**src/design/assert_macros.svh**
```systemverilog
// Assertion helpers shared by the RTL. Each check is clocked on clk and held off during rst.
`ifndef ASSERT_MACROS_SVH
`define ASSERT_MACROS_SVH

`ifndef NO_ASSERTIONS
`define ASSERT_CLK(lbl, prop, msg) \
  lbl: assert property (@(posedge clk) disable iff (rst) prop) else $error(msg);
`define ASSERT_NEVER(lbl, cond, msg) \
  lbl: assert property (@(posedge clk) disable iff (rst) !(cond)) else $error(msg);
`else
`define ASSERT_CLK(lbl, prop, msg)
`define ASSERT_NEVER(lbl, cond, msg)
`endif

`endif

```
**src/design/sha256_pkg.sv**
```systemverilog
`default_nettype none

package sha256_pkg;

  localparam int WORD_W = 32;

  // Standard initial hash values, element 0 is H0.
  localparam logic [7:0][WORD_W-1:0] SHA_IV = {
    32'h5be0cd19, 32'h1f83d9ab, 32'h9b05688c, 32'h510e527f,
    32'ha54ff53a, 32'h3c6ef372, 32'hbb67ae85, 32'h6a09e667
  };

  // Round constants, indexed by round number.
  localparam logic [WORD_W-1:0] ROUND_K [64] = '{
    32'h428a2f98, 32'h71374491, 32'hb5c0fbcf, 32'he9b5dba5,
    32'h3956c25b, 32'h59f111f1, 32'h923f82a4, 32'hab1c5ed5,
    32'hd807aa98, 32'h12835b01, 32'h243185be, 32'h550c7dc3,
    32'h72be5d74, 32'h80deb1fe, 32'h9bdc06a7, 32'hc19bf174,
    32'he49b69c1, 32'hefbe4786, 32'h0fc19dc6, 32'h240ca1cc,
    32'h2de92c6f, 32'h4a7484aa, 32'h5cb0a9dc, 32'h76f988da,
    32'h983e5152, 32'ha831c66d, 32'hb00327c8, 32'hbf597fc7,
    32'hc6e00bf3, 32'hd5a79147, 32'h06ca6351, 32'h14292967,
    32'h27b70a85, 32'h2e1b2138, 32'h4d2c6dfc, 32'h53380d13,
    32'h650a7354, 32'h766a0abb, 32'h81c2c92e, 32'h92722c85,
    32'ha2bfe8a1, 32'ha81a664b, 32'hc24b8b70, 32'hc76c51a3,
    32'hd192e819, 32'hd6990624, 32'hf40e3585, 32'h106aa070,
    32'h19a4c116, 32'h1e376c08, 32'h2748774c, 32'h34b0bcb5,
    32'h391c0cb3, 32'h4ed8aa4a, 32'h5b9cca4f, 32'h682e6ff3,
    32'h748f82ee, 32'h78a5636f, 32'h84c87814, 32'h8cc70208,
    32'h90befffa, 32'ha4506ceb, 32'hbef9a3f7, 32'hc67178f2
  };

  // Commands from the sequencer to the message window and the round unit.
  typedef struct packed {
    logic       byte_en;    // a message or padding byte enters the window
    logic [7:0] byte_val;
    logic       word_push;  // the byte completes a 32-bit word
    logic       init_vars;  // copy the chaining words into the working variables
    logic       round_en;   // run one compression round
    logic [5:0] round;      // current round number
    logic       fold;       // add the working variables into the chaining words
    logic       restart;    // return the chaining words to the initial values
  } ctl_t;

endpackage

`default_nettype wire

```
**src/design/sha256_sched.sv**
```systemverilog
`default_nettype none

module sha256_sched (
  input  wire                               clk,
  input  wire  sha256_pkg::ctl_t            ctl,
  output logic [sha256_pkg::WORD_W-1:0]     w_t
);
  import sha256_pkg::*;

  function automatic logic [WORD_W-1:0] rotr(input logic [WORD_W-1:0] x, input int n);
    rotr = (x >> n) | (x << (WORD_W - n));
  endfunction

  function automatic logic [WORD_W-1:0] sig0(input logic [WORD_W-1:0] x);
    sig0 = rotr(x, 7) ^ rotr(x, 18) ^ (x >> 3);
  endfunction

  function automatic logic [WORD_W-1:0] sig1(input logic [WORD_W-1:0] x);
    sig1 = rotr(x, 17) ^ rotr(x, 19) ^ (x >> 10);
  endfunction

  logic [23:0]             acc;
  logic [WORD_W-1:0]       win [16];
  logic [WORD_W-1:0]       expand;

  // Next schedule word, sixteen words ahead of the oldest word in the window.
  assign expand = sig1(win[14]) + win[9] + sig0(win[1]) + win[0];
  assign w_t    = win[0];

  // Bytes gather big-endian into words, which then shift into the window.
  always_ff @(posedge clk) begin
    if (ctl.byte_en) begin
      acc <= {acc[15:0], ctl.byte_val};
    end
    if (ctl.word_push || ctl.round_en) begin
      for (int i = 0; i < 15; i++) begin
        win[i] <= win[i+1];
      end
      win[15] <= ctl.word_push ? {acc, ctl.byte_val} : expand;
    end
  end

endmodule

`default_nettype wire

```
**src/design/sha256_round.sv**
```systemverilog
`default_nettype none

module sha256_round (
  input  wire                                   clk,
  input  wire                                   rst,
  input  wire  sha256_pkg::ctl_t                ctl,
  input  wire  [sha256_pkg::WORD_W-1:0]         w_t,
  output logic [7:0][sha256_pkg::WORD_W-1:0]    chain
);
  import sha256_pkg::*;

  function automatic logic [WORD_W-1:0] rotr(input logic [WORD_W-1:0] x, input int n);
    rotr = (x >> n) | (x << (WORD_W - n));
  endfunction

  logic [7:0][WORD_W-1:0] v;
  logic [WORD_W-1:0]      big0;
  logic [WORD_W-1:0]      big1;
  logic [WORD_W-1:0]      choose;
  logic [WORD_W-1:0]      major;
  logic [WORD_W-1:0]      tmp1;
  logic [WORD_W-1:0]      tmp2;

  // One compression round on the working variables a..h (v[0]..v[7]).
  always_comb begin
    big1   = rotr(v[4], 6) ^ rotr(v[4], 11) ^ rotr(v[4], 25);
    choose = (v[4] & v[5]) ^ (~v[4] & v[6]);
    big0   = rotr(v[0], 2) ^ rotr(v[0], 13) ^ rotr(v[0], 22);
    major  = (v[0] & v[1]) ^ (v[0] & v[2]) ^ (v[1] & v[2]);
    tmp1   = v[7] + big1 + choose + ROUND_K[ctl.round] + w_t;
    tmp2   = big0 + major;
  end

  // Working variables.
  always_ff @(posedge clk) begin
    if (ctl.init_vars) begin
      v <= chain;
    end else if (ctl.round_en) begin
      v <= {v[6], v[5], v[4], v[3] + tmp1, v[2], v[1], v[0], tmp1 + tmp2};
    end
  end

  // Chaining words.
  always_ff @(posedge clk) begin
    if (rst || ctl.restart) begin
      chain <= SHA_IV;
    end else if (ctl.fold) begin
      for (int i = 0; i < 8; i++) begin
        chain[i] <= chain[i] + v[i];
      end
    end
  end

endmodule

`default_nettype wire

```
**src/design/sha256_stream_hasher.sv**
```systemverilog
// SHA-256 hasher over a byte stream.
// Slave channel: each request brings one byte in s_tdata with s_tuser = 0, or a
// finish request with s_tuser = 1 (s_tdata ignored) that closes the message.
// Master channel: after a finish the eight digest words leave in order, H0 first,
// each with its index; m_tlast marks the eighth word.
// Timing: while the block buffer fills, a byte is taken every cycle. The 64th byte
// of a block starts the compression: the rounds on the one round unit, then the
// fold into the chaining words, during which s_tready is low.
// A finish inserts padding and length bytes one per cycle up to the block end, then
// compresses (twice when 56 or more bytes were buffered). The first digest word is
// valid soonest after the finish request with 55 bytes buffered and latest with 56,
// plus any wait for the receiver to take an earlier digest word.
// The digest goes through a one-word output register; a stalled receiver holds the
// word and the block waits. Once the eighth word is loaded, the state returns to the
// initial hash values and new bytes are taken while that word waits.
// Reset (rst, synchronous) clears the bit count, buffer fill and sequencer, and
// loads the initial hash values. The bit count wraps modulo 2^64.
`default_nettype none
`include "assert_macros.svh"

module sha256_stream_hasher (
  input  wire         clk,
  input  wire         rst,
  input  wire         s_tvalid,
  output logic        s_tready,
  input  wire  [7:0]  s_tdata,   // [7:0] data_byte
  input  wire  [0:0]  s_tuser,   // [0] kind
  output logic        m_tvalid,
  input  wire         m_tready,
  output logic [39:0] m_tdata,   // [31:0] digest_word, [34:32] word_index, [39:35] zero
  output logic        m_tlast    // last_word
);
  import sha256_pkg::*;

  localparam logic [2:0] S_IDLE  = 3'd0;
  localparam logic [2:0] S_PAD   = 3'd1;
  localparam logic [2:0] S_LEN   = 3'd2;
  localparam logic [2:0] S_ROUND = 3'd3;
  localparam logic [2:0] S_FOLD  = 3'd4;
  localparam logic [2:0] S_EMIT  = 3'd5;

  localparam logic       KIND_FINISH = 1'b1;
  localparam logic [7:0] PAD_BYTE    = 8'h80;
  localparam logic [5:0] LEN_START   = 6'd56;
  localparam logic [5:0] FILL_LAST   = 6'd63;
  localparam logic [5:0] ROUND_LAST  = 6'd63;
  localparam logic [2:0] WORD_LAST   = 3'd7;

  logic [2:0]              state;
  logic [5:0]              fill;
  logic [54:0]             blocks;
  logic                    padding;
  logic                    final_blk;
  logic [5:0]              round;
  logic [2:0]              emit_idx;
  logic [63:0]             len_sh;
  logic [WORD_W-1:0]       out_word;
  logic [2:0]              out_index;

  logic                    s_accept;
  logic                    inject;
  logic [7:0]              inject_byte;
  logic                    load_out;
  logic                    last_load;
  logic                    last_round;
  ctl_t                    ctl;
  logic [WORD_W-1:0]       w_t;
  logic [7:0][WORD_W-1:0]  chain;

  assign s_tready   = (state == S_IDLE);
  assign s_accept   = s_tvalid && s_tready;
  assign load_out   = (state == S_EMIT) && (!m_tvalid || m_tready);
  assign last_load  = load_out && (emit_idx == WORD_LAST);
  assign last_round = (state == S_ROUND) && (round == ROUND_LAST);
  assign m_tdata    = {5'b0, out_index, out_word};

  // Byte source for the message window: the request, padding or length.
  always_comb begin
    inject      = 1'b0;
    inject_byte = 8'h00;
    unique case (state)
      S_IDLE: begin
        inject      = s_accept;
        inject_byte = (s_tuser[0] == KIND_FINISH) ? PAD_BYTE : s_tdata;
      end
      S_PAD: begin
        inject = (fill != LEN_START);
      end
      S_LEN: begin
        inject      = 1'b1;
        inject_byte = len_sh[63:56];
      end
      default: begin
      end
    endcase
  end

  // Commands to the window and the round unit.
  always_comb begin
    ctl           = '0;
    ctl.byte_en   = inject;
    ctl.byte_val  = inject_byte;
    ctl.word_push = inject && (fill[1:0] == 2'b11);
    ctl.init_vars = inject && (fill == FILL_LAST);
    ctl.round_en  = (state == S_ROUND);
    ctl.round     = round;
    ctl.fold      = (state == S_FOLD);
    ctl.restart   = last_load;
  end

  // Sequencer.
  always_ff @(posedge clk) begin
    if (rst) begin
      state     <= S_IDLE;
      fill      <= '0;
      blocks    <= '0;
      padding   <= 1'b0;
      final_blk <= 1'b0;
      round     <= '0;
      emit_idx  <= '0;
      m_tvalid  <= 1'b0;
    end else begin
      if (inject) begin
        fill <= fill + 6'd1;
      end
      unique case (state)
        S_IDLE: begin
          if (s_accept) begin
            final_blk <= 1'b0;
            if (s_tuser[0] == KIND_FINISH) begin
              padding <= 1'b1;
              state   <= (fill == FILL_LAST) ? S_ROUND : S_PAD;
            end else if (fill == FILL_LAST) begin
              blocks <= blocks + 55'd1;
              state  <= S_ROUND;
            end
          end
        end
        S_PAD: begin
          if (fill == LEN_START) begin
            state <= S_LEN;
          end else if (fill == FILL_LAST) begin
            state <= S_ROUND;
          end
        end
        S_LEN: begin
          if (fill == FILL_LAST) begin
            final_blk <= 1'b1;
            state     <= S_ROUND;
          end
        end
        S_ROUND: begin
          round <= round + 6'd1;
          if (round == ROUND_LAST) begin
            state <= S_FOLD;
          end
        end
        S_FOLD: begin
          if (final_blk) begin
            state <= S_EMIT;
          end else if (padding) begin
            state <= S_PAD;
          end else begin
            state <= S_IDLE;
          end
        end
        S_EMIT: begin
          if (load_out) begin
            emit_idx <= emit_idx + 3'd1;
            if (emit_idx == WORD_LAST) begin
              state     <= S_IDLE;
              blocks    <= '0;
              padding   <= 1'b0;
              final_blk <= 1'b0;
            end
          end
        end
        default: begin
          state <= S_IDLE;
        end
      endcase
      // Output register valid.
      if (load_out) begin
        m_tvalid <= 1'b1;
      end else if (m_tready) begin
        m_tvalid <= 1'b0;
      end
    end
  end

  // Length capture and output payload.
  always_ff @(posedge clk) begin
    if (s_accept && (s_tuser[0] == KIND_FINISH)) begin
      len_sh <= {blocks, fill, 3'b000};
    end else if (state == S_LEN) begin
      len_sh <= {len_sh[55:0], 8'h00};
    end
    if (load_out) begin
      out_word  <= chain[emit_idx];
      out_index <= emit_idx;
      m_tlast   <= (emit_idx == WORD_LAST);
    end
  end

  sha256_sched u_sched (
    .clk (clk),
    .ctl (ctl),
    .w_t (w_t)
  );

  sha256_round u_round (
    .clk   (clk),
    .rst   (rst),
    .ctl   (ctl),
    .w_t   (w_t),
    .chain (chain)
  );

  `ASSERT_CLK(a_round_to_fold, last_round |=> (state == S_FOLD), "no fold after the last round")
  `ASSERT_NEVER(a_emit_fill, (state == S_EMIT) && (fill != 6'd0), "digest with bytes buffered")
  `ASSERT_NEVER(a_len_fill, (state == S_LEN) && (fill[5:3] != 3'b111), "length bytes misplaced")
  `ASSERT_CLK(a_emit_done, last_load |=> (state == S_IDLE && emit_idx == 3'd0), "bad digest end")

endmodule

`default_nettype wire

```
**config.mk**
```make
export PLATFORM = sky130hd
export DESIGN_NAME = sha256_stream_hasher
export DESIGN_NICKNAME = d
export VERILOG_FILES = /design/src/design/sha256_pkg.sv /design/src/design/sha256_sched.sv /design/src/design/sha256_round.sv /design/src/design/sha256_stream_hasher.sv
export VERILOG_INCLUDE_DIRS = /design/src /design/src/design
export SDC_FILE = /design/constraint.sdc
export NUM_CORES = 2
export LEC_CHECK = 0
export ABC_AREA = 0
export BUFFER_PORTS_ARGS = -buffer_cell sky130_fd_sc_hd__buf_2
export CAP_MARGIN = 20
export CORE_MARGIN = 3
export CORE_UTILIZATION = 65
export DETAILED_ROUTE_END_ITERATION = 8
export PLACE_DENSITY = 0.81
export SLEW_MARGIN = 20
export SYNTH_ARGS = -nofsm -noshare
export SYNTH_HDL_FRONTEND = slang
export SYNTH_SLANG_ARGS = --single-unit
export TNS_END_PERCENT = 5
```
**constraint.sdc**
```tcl
create_clock -name clk -period 25.5 [get_ports clk]
set_clock_uncertainty 0.1 [all_clocks]
set_input_delay 3.825 -clock clk [delete_from_list [all_inputs] [get_ports clk]]
set_output_delay 3.825 -clock clk [all_outputs]
set_load 0.02 [all_outputs]
```
==> results.yml <==
cts:
  worstSkewPairLatency_ps: 800
  clk_pin_slew_worst_paths_ps: 60
  numCtsBuffers: 131
  clock_path_buffers: 3
  cts.sinks: 1221
  post_cts_buffers: 0
  cts_tree: "done"
  h-tree-depth: 4
  ctsHoldBuffers: 0
  post_cts_resized: 0
  root_buffer: "clkbuf_16"
grt:
  grt_antenna_before_repair: 7
  grt_pass1_wl_um: 334900
  grt_start_max_net_pins: 209
  overflow: 0
  grt.total_usage_pct: 38.56
  grt_pass1_vias: 53990
layout:
  antenna_cells: 0
  area_growth_pct: 8.124
  fillers: 7784
  drive_gt1_share_pct: 6.986
  fin_nets: 7584
  multiInputGateArea_sq_um: 36680
  register_area_sq_um: 33350
  finalNonFillerCells: 8562
detailed_routing:
  vias: 55860
  drt_iter0_drc: 6699
  dr.pass1.iters: 6
  ant_nets: 0
  viasPerCell: 6.524
  avgRoutedWirePerCell_um: 26.21
  drc: 0
  wirelength_um: 224400
timing:
  relSlewSlack_pct: 20.56
  post-route-min-period_ps: 10840
  post-route-period-util_pct: 42.52
  timing.fmax_mhz: 92.23
  fin_ws_ps: 14660
  timing.hold.ws_ps: 273.5
  worst_pin_slew_ps: 1179
  tns_ps: 0
  finalHoldViolations: 0
  setup_viol: 0
  rsz0062_at_grt: "false"
  report.final.slew_viol_count: 0
run_status:
  outcome: "finished, final reports clean"
power:
  cellPowerDensity_nw_per_um2: 139.0
  pwr-share-clk_pct: 18.0
  seqPwrFrac_pct: 27.0
  combPwrFrac_pct: 55.0
  ir_drop_mv: 0.09993
  total_power_mw: 10.87
  p_sw_mw: 4.676
  p_int_mw: 6.196
  p_leak_nw: 30.67
  swShare_pct: 43.01
setup_path:
  slowest_stage: "ha_1"
  cpMostUsedCell: "a21oi_1"
  critPathLaunchType: "register"
  arrival_ps: 11230
  crit_type: "reg -> reg"
  end_kind: "register"
  critPathMaxStageDelay_ps: 1070
  worstPathRequired_ps: 25880
  crit_fanout: 21
yosys:
  async_flop_share_pct: 0
  synth_cell_type_count: 98
  synthFlopType: "edfxtp_1"
  ys_seq_elements: 1221
  ys_seq_area_share_pct: 46.09
  avgSynthCellArea_sq_um: 10.25
  syn_area_sq_um: 72340
  syn_inst: 7060
  ys_warn_count: 0
  synth_edf_count: 889
die:
  start_util_pct: 65.99
  core-area_sq_um: 109600
  design.die.area_sq_um: 115300
  rows: 121
  die_h_um: 339.6
  top_level_ports: 56
  fp.dieW_um: 339.6
placed_design:
  place_hpwl_um: 159300
  portBuffers: 50
  place_ws_ps: 14760
  placed_cells: 8321
  gp_congestion: 1.017
min_path:
  hold_path_class: "reg -> reg"
flow_run:
  cap_violations: 0
[critical path: cells and delay by family, from the launching register on]
| kind | cells | cell delay (ps) |
|---|---|---|
| adder cells (fa/ha/maj) | 8 | 3950 |
| multiplexers | 1 | 580 |
| flip-flops | 1 | 330 |
| buffers and inverters | 4 | 560 |
| AND/OR/NAND/NOR | 3 | 610 |
| XOR/XNOR | 2 | 410 |
| AO/OA/AOI/OAI | 20 | 4030 |
[per-layer routing]
metal / GRT usage (%) / part of all wire (%) / vias to the layer above
met1: 48.88 / 37 / 26990
met3: 6.923 / 9.3 / 710
met5: 0 / 0.0031 / -
met4: 21.75 / 6.6 / 2
li1: - / - / 24950
met2: 62.80 / 47 / 3200
[power groups by stage]
stage | clock network (mW) | registers, mW | logic, mW
2_1_floorplan | 0 | 2.89 | 4.41
3_3_place_gp | 0 | 2.94 | 5.63
3_5_place_dp | 0 | 2.96 | 5.77
4_1_cts | 1.97 | 2.92 | 5.86
5_1_grt | 2.04 | 2.95 | 6.55
6_report | 1.96 | 2.93 | 5.98
[registers in the layout (all words and copies together), names as in the netlist]
name and flops:
blocks 55, emit_idx 3, fill 6, final_blk 1, len_sh 61, m_tlast 1
m_tvalid 1, out_index 3, out_word 32, padding 1, round 6, state 3
u_round.chain 256, u_round.v 256, u_sched.acc 24, u_sched.win 512
[path summary, 6_finish.rpt]
kind,endpoint,cells after the start,startpoint,slack (ps)
max,u_round.v[30]$_DFFE_PP_,38,round[1]$_SDFFE_PP0P_,14660
min,u_sched.win[1][126]$_DFFE_PP_,0,u_sched.win[1][158]$_DFFE_PP_,270
max reg2reg,u_round.v[30]$_DFFE_PP_,38,round[1]$_SDFFE_PP0P_,14660
min reg2reg,u_sched.win[1][126]$_DFFE_PP_,0,u_sched.win[1][158]$_DFFE_PP_,270
[placed cells by master, fill, tap and decap left out, drive strengths merged, types with 15 or more instances in the layout]
cell type     n
nor3         90
nand2b       60
o21a         74
a31oi        51
o21ai       367
mux2i        27
mux4         73
fa          195
or3          47
xnor2       373
nand2      1281
edfxtp      889
a21oi       512
or2          15
o31ai        34
clkinv       59
dfxtp       332
o21bai       39
nand4        41
nor2b        58
nor2        390
ha          398
inv         311
xor2        236
a211oi       77
and3         46
clkbuf      167
and2         23
o211ai       98
mux2         50
nand3       108
a21o        188
buf         113
[cells in the mapped netlist, drive strengths merged (50+ instances only)]
cell type  count  area, sq um
nand2       1281         4808
edfxtp       889        26700
a21oi        512         2562
ha           398         4980
nor2         390         1483
xnor2        373         3267
o21ai        367         1837
dfxtp        332         6646
inv          305         1145
clkbuf       281         1055
xor2         236         2067
fa           195         3904
a21o         188         1411
nand3        108        540.5
o211ai        98        735.7
nor3          90        450.4
a211oi        77        578.1
o21a          74        556.8
mux4          73         1644
nand2b        60        375.4
nor2b         58        362.9
a31oi         51        325.3
buf           51        220.2
mux2          50        563.0
[logic make-up (layout without fill, tap and decap cells)]
group	count (synthesis)	count (layout)	synth area share, %
other	1	5	0.005184
DFF	1221	1221	46.09
muxes	150	150	3.425
buffers and inverters	639	661	3.356
AOI/OAI and AO/OA	1635	1635	14.26
xor gates and xnor gates	609	609	7.374
adders and majority gates	597	597	12.34
and+or+nand+nor	2208	2208	13.15
[final cells by class]
cell class              count  share of cell area (%)
inverters                 307                   1.473
clock inverters            74                   1.206
flip-flops and latches   1221                   42.65
clock buffers             167                   4.428
well taps                1476                   2.361
multi-input cells        5204                   46.90
repair buffers            113                  0.9886
[stage by stage]
stage / util [%] / cell area, sq um
after detailed placement: 67.33 / 73800
after global placement: 67.33 / 73800
after floorplan: - / 72350
after global routing: 71.36 / 78210
after CTS: 71.35 / 78200
final: 71.36 / 78210
Note: power is estimated with default switching activity, not from simulation.
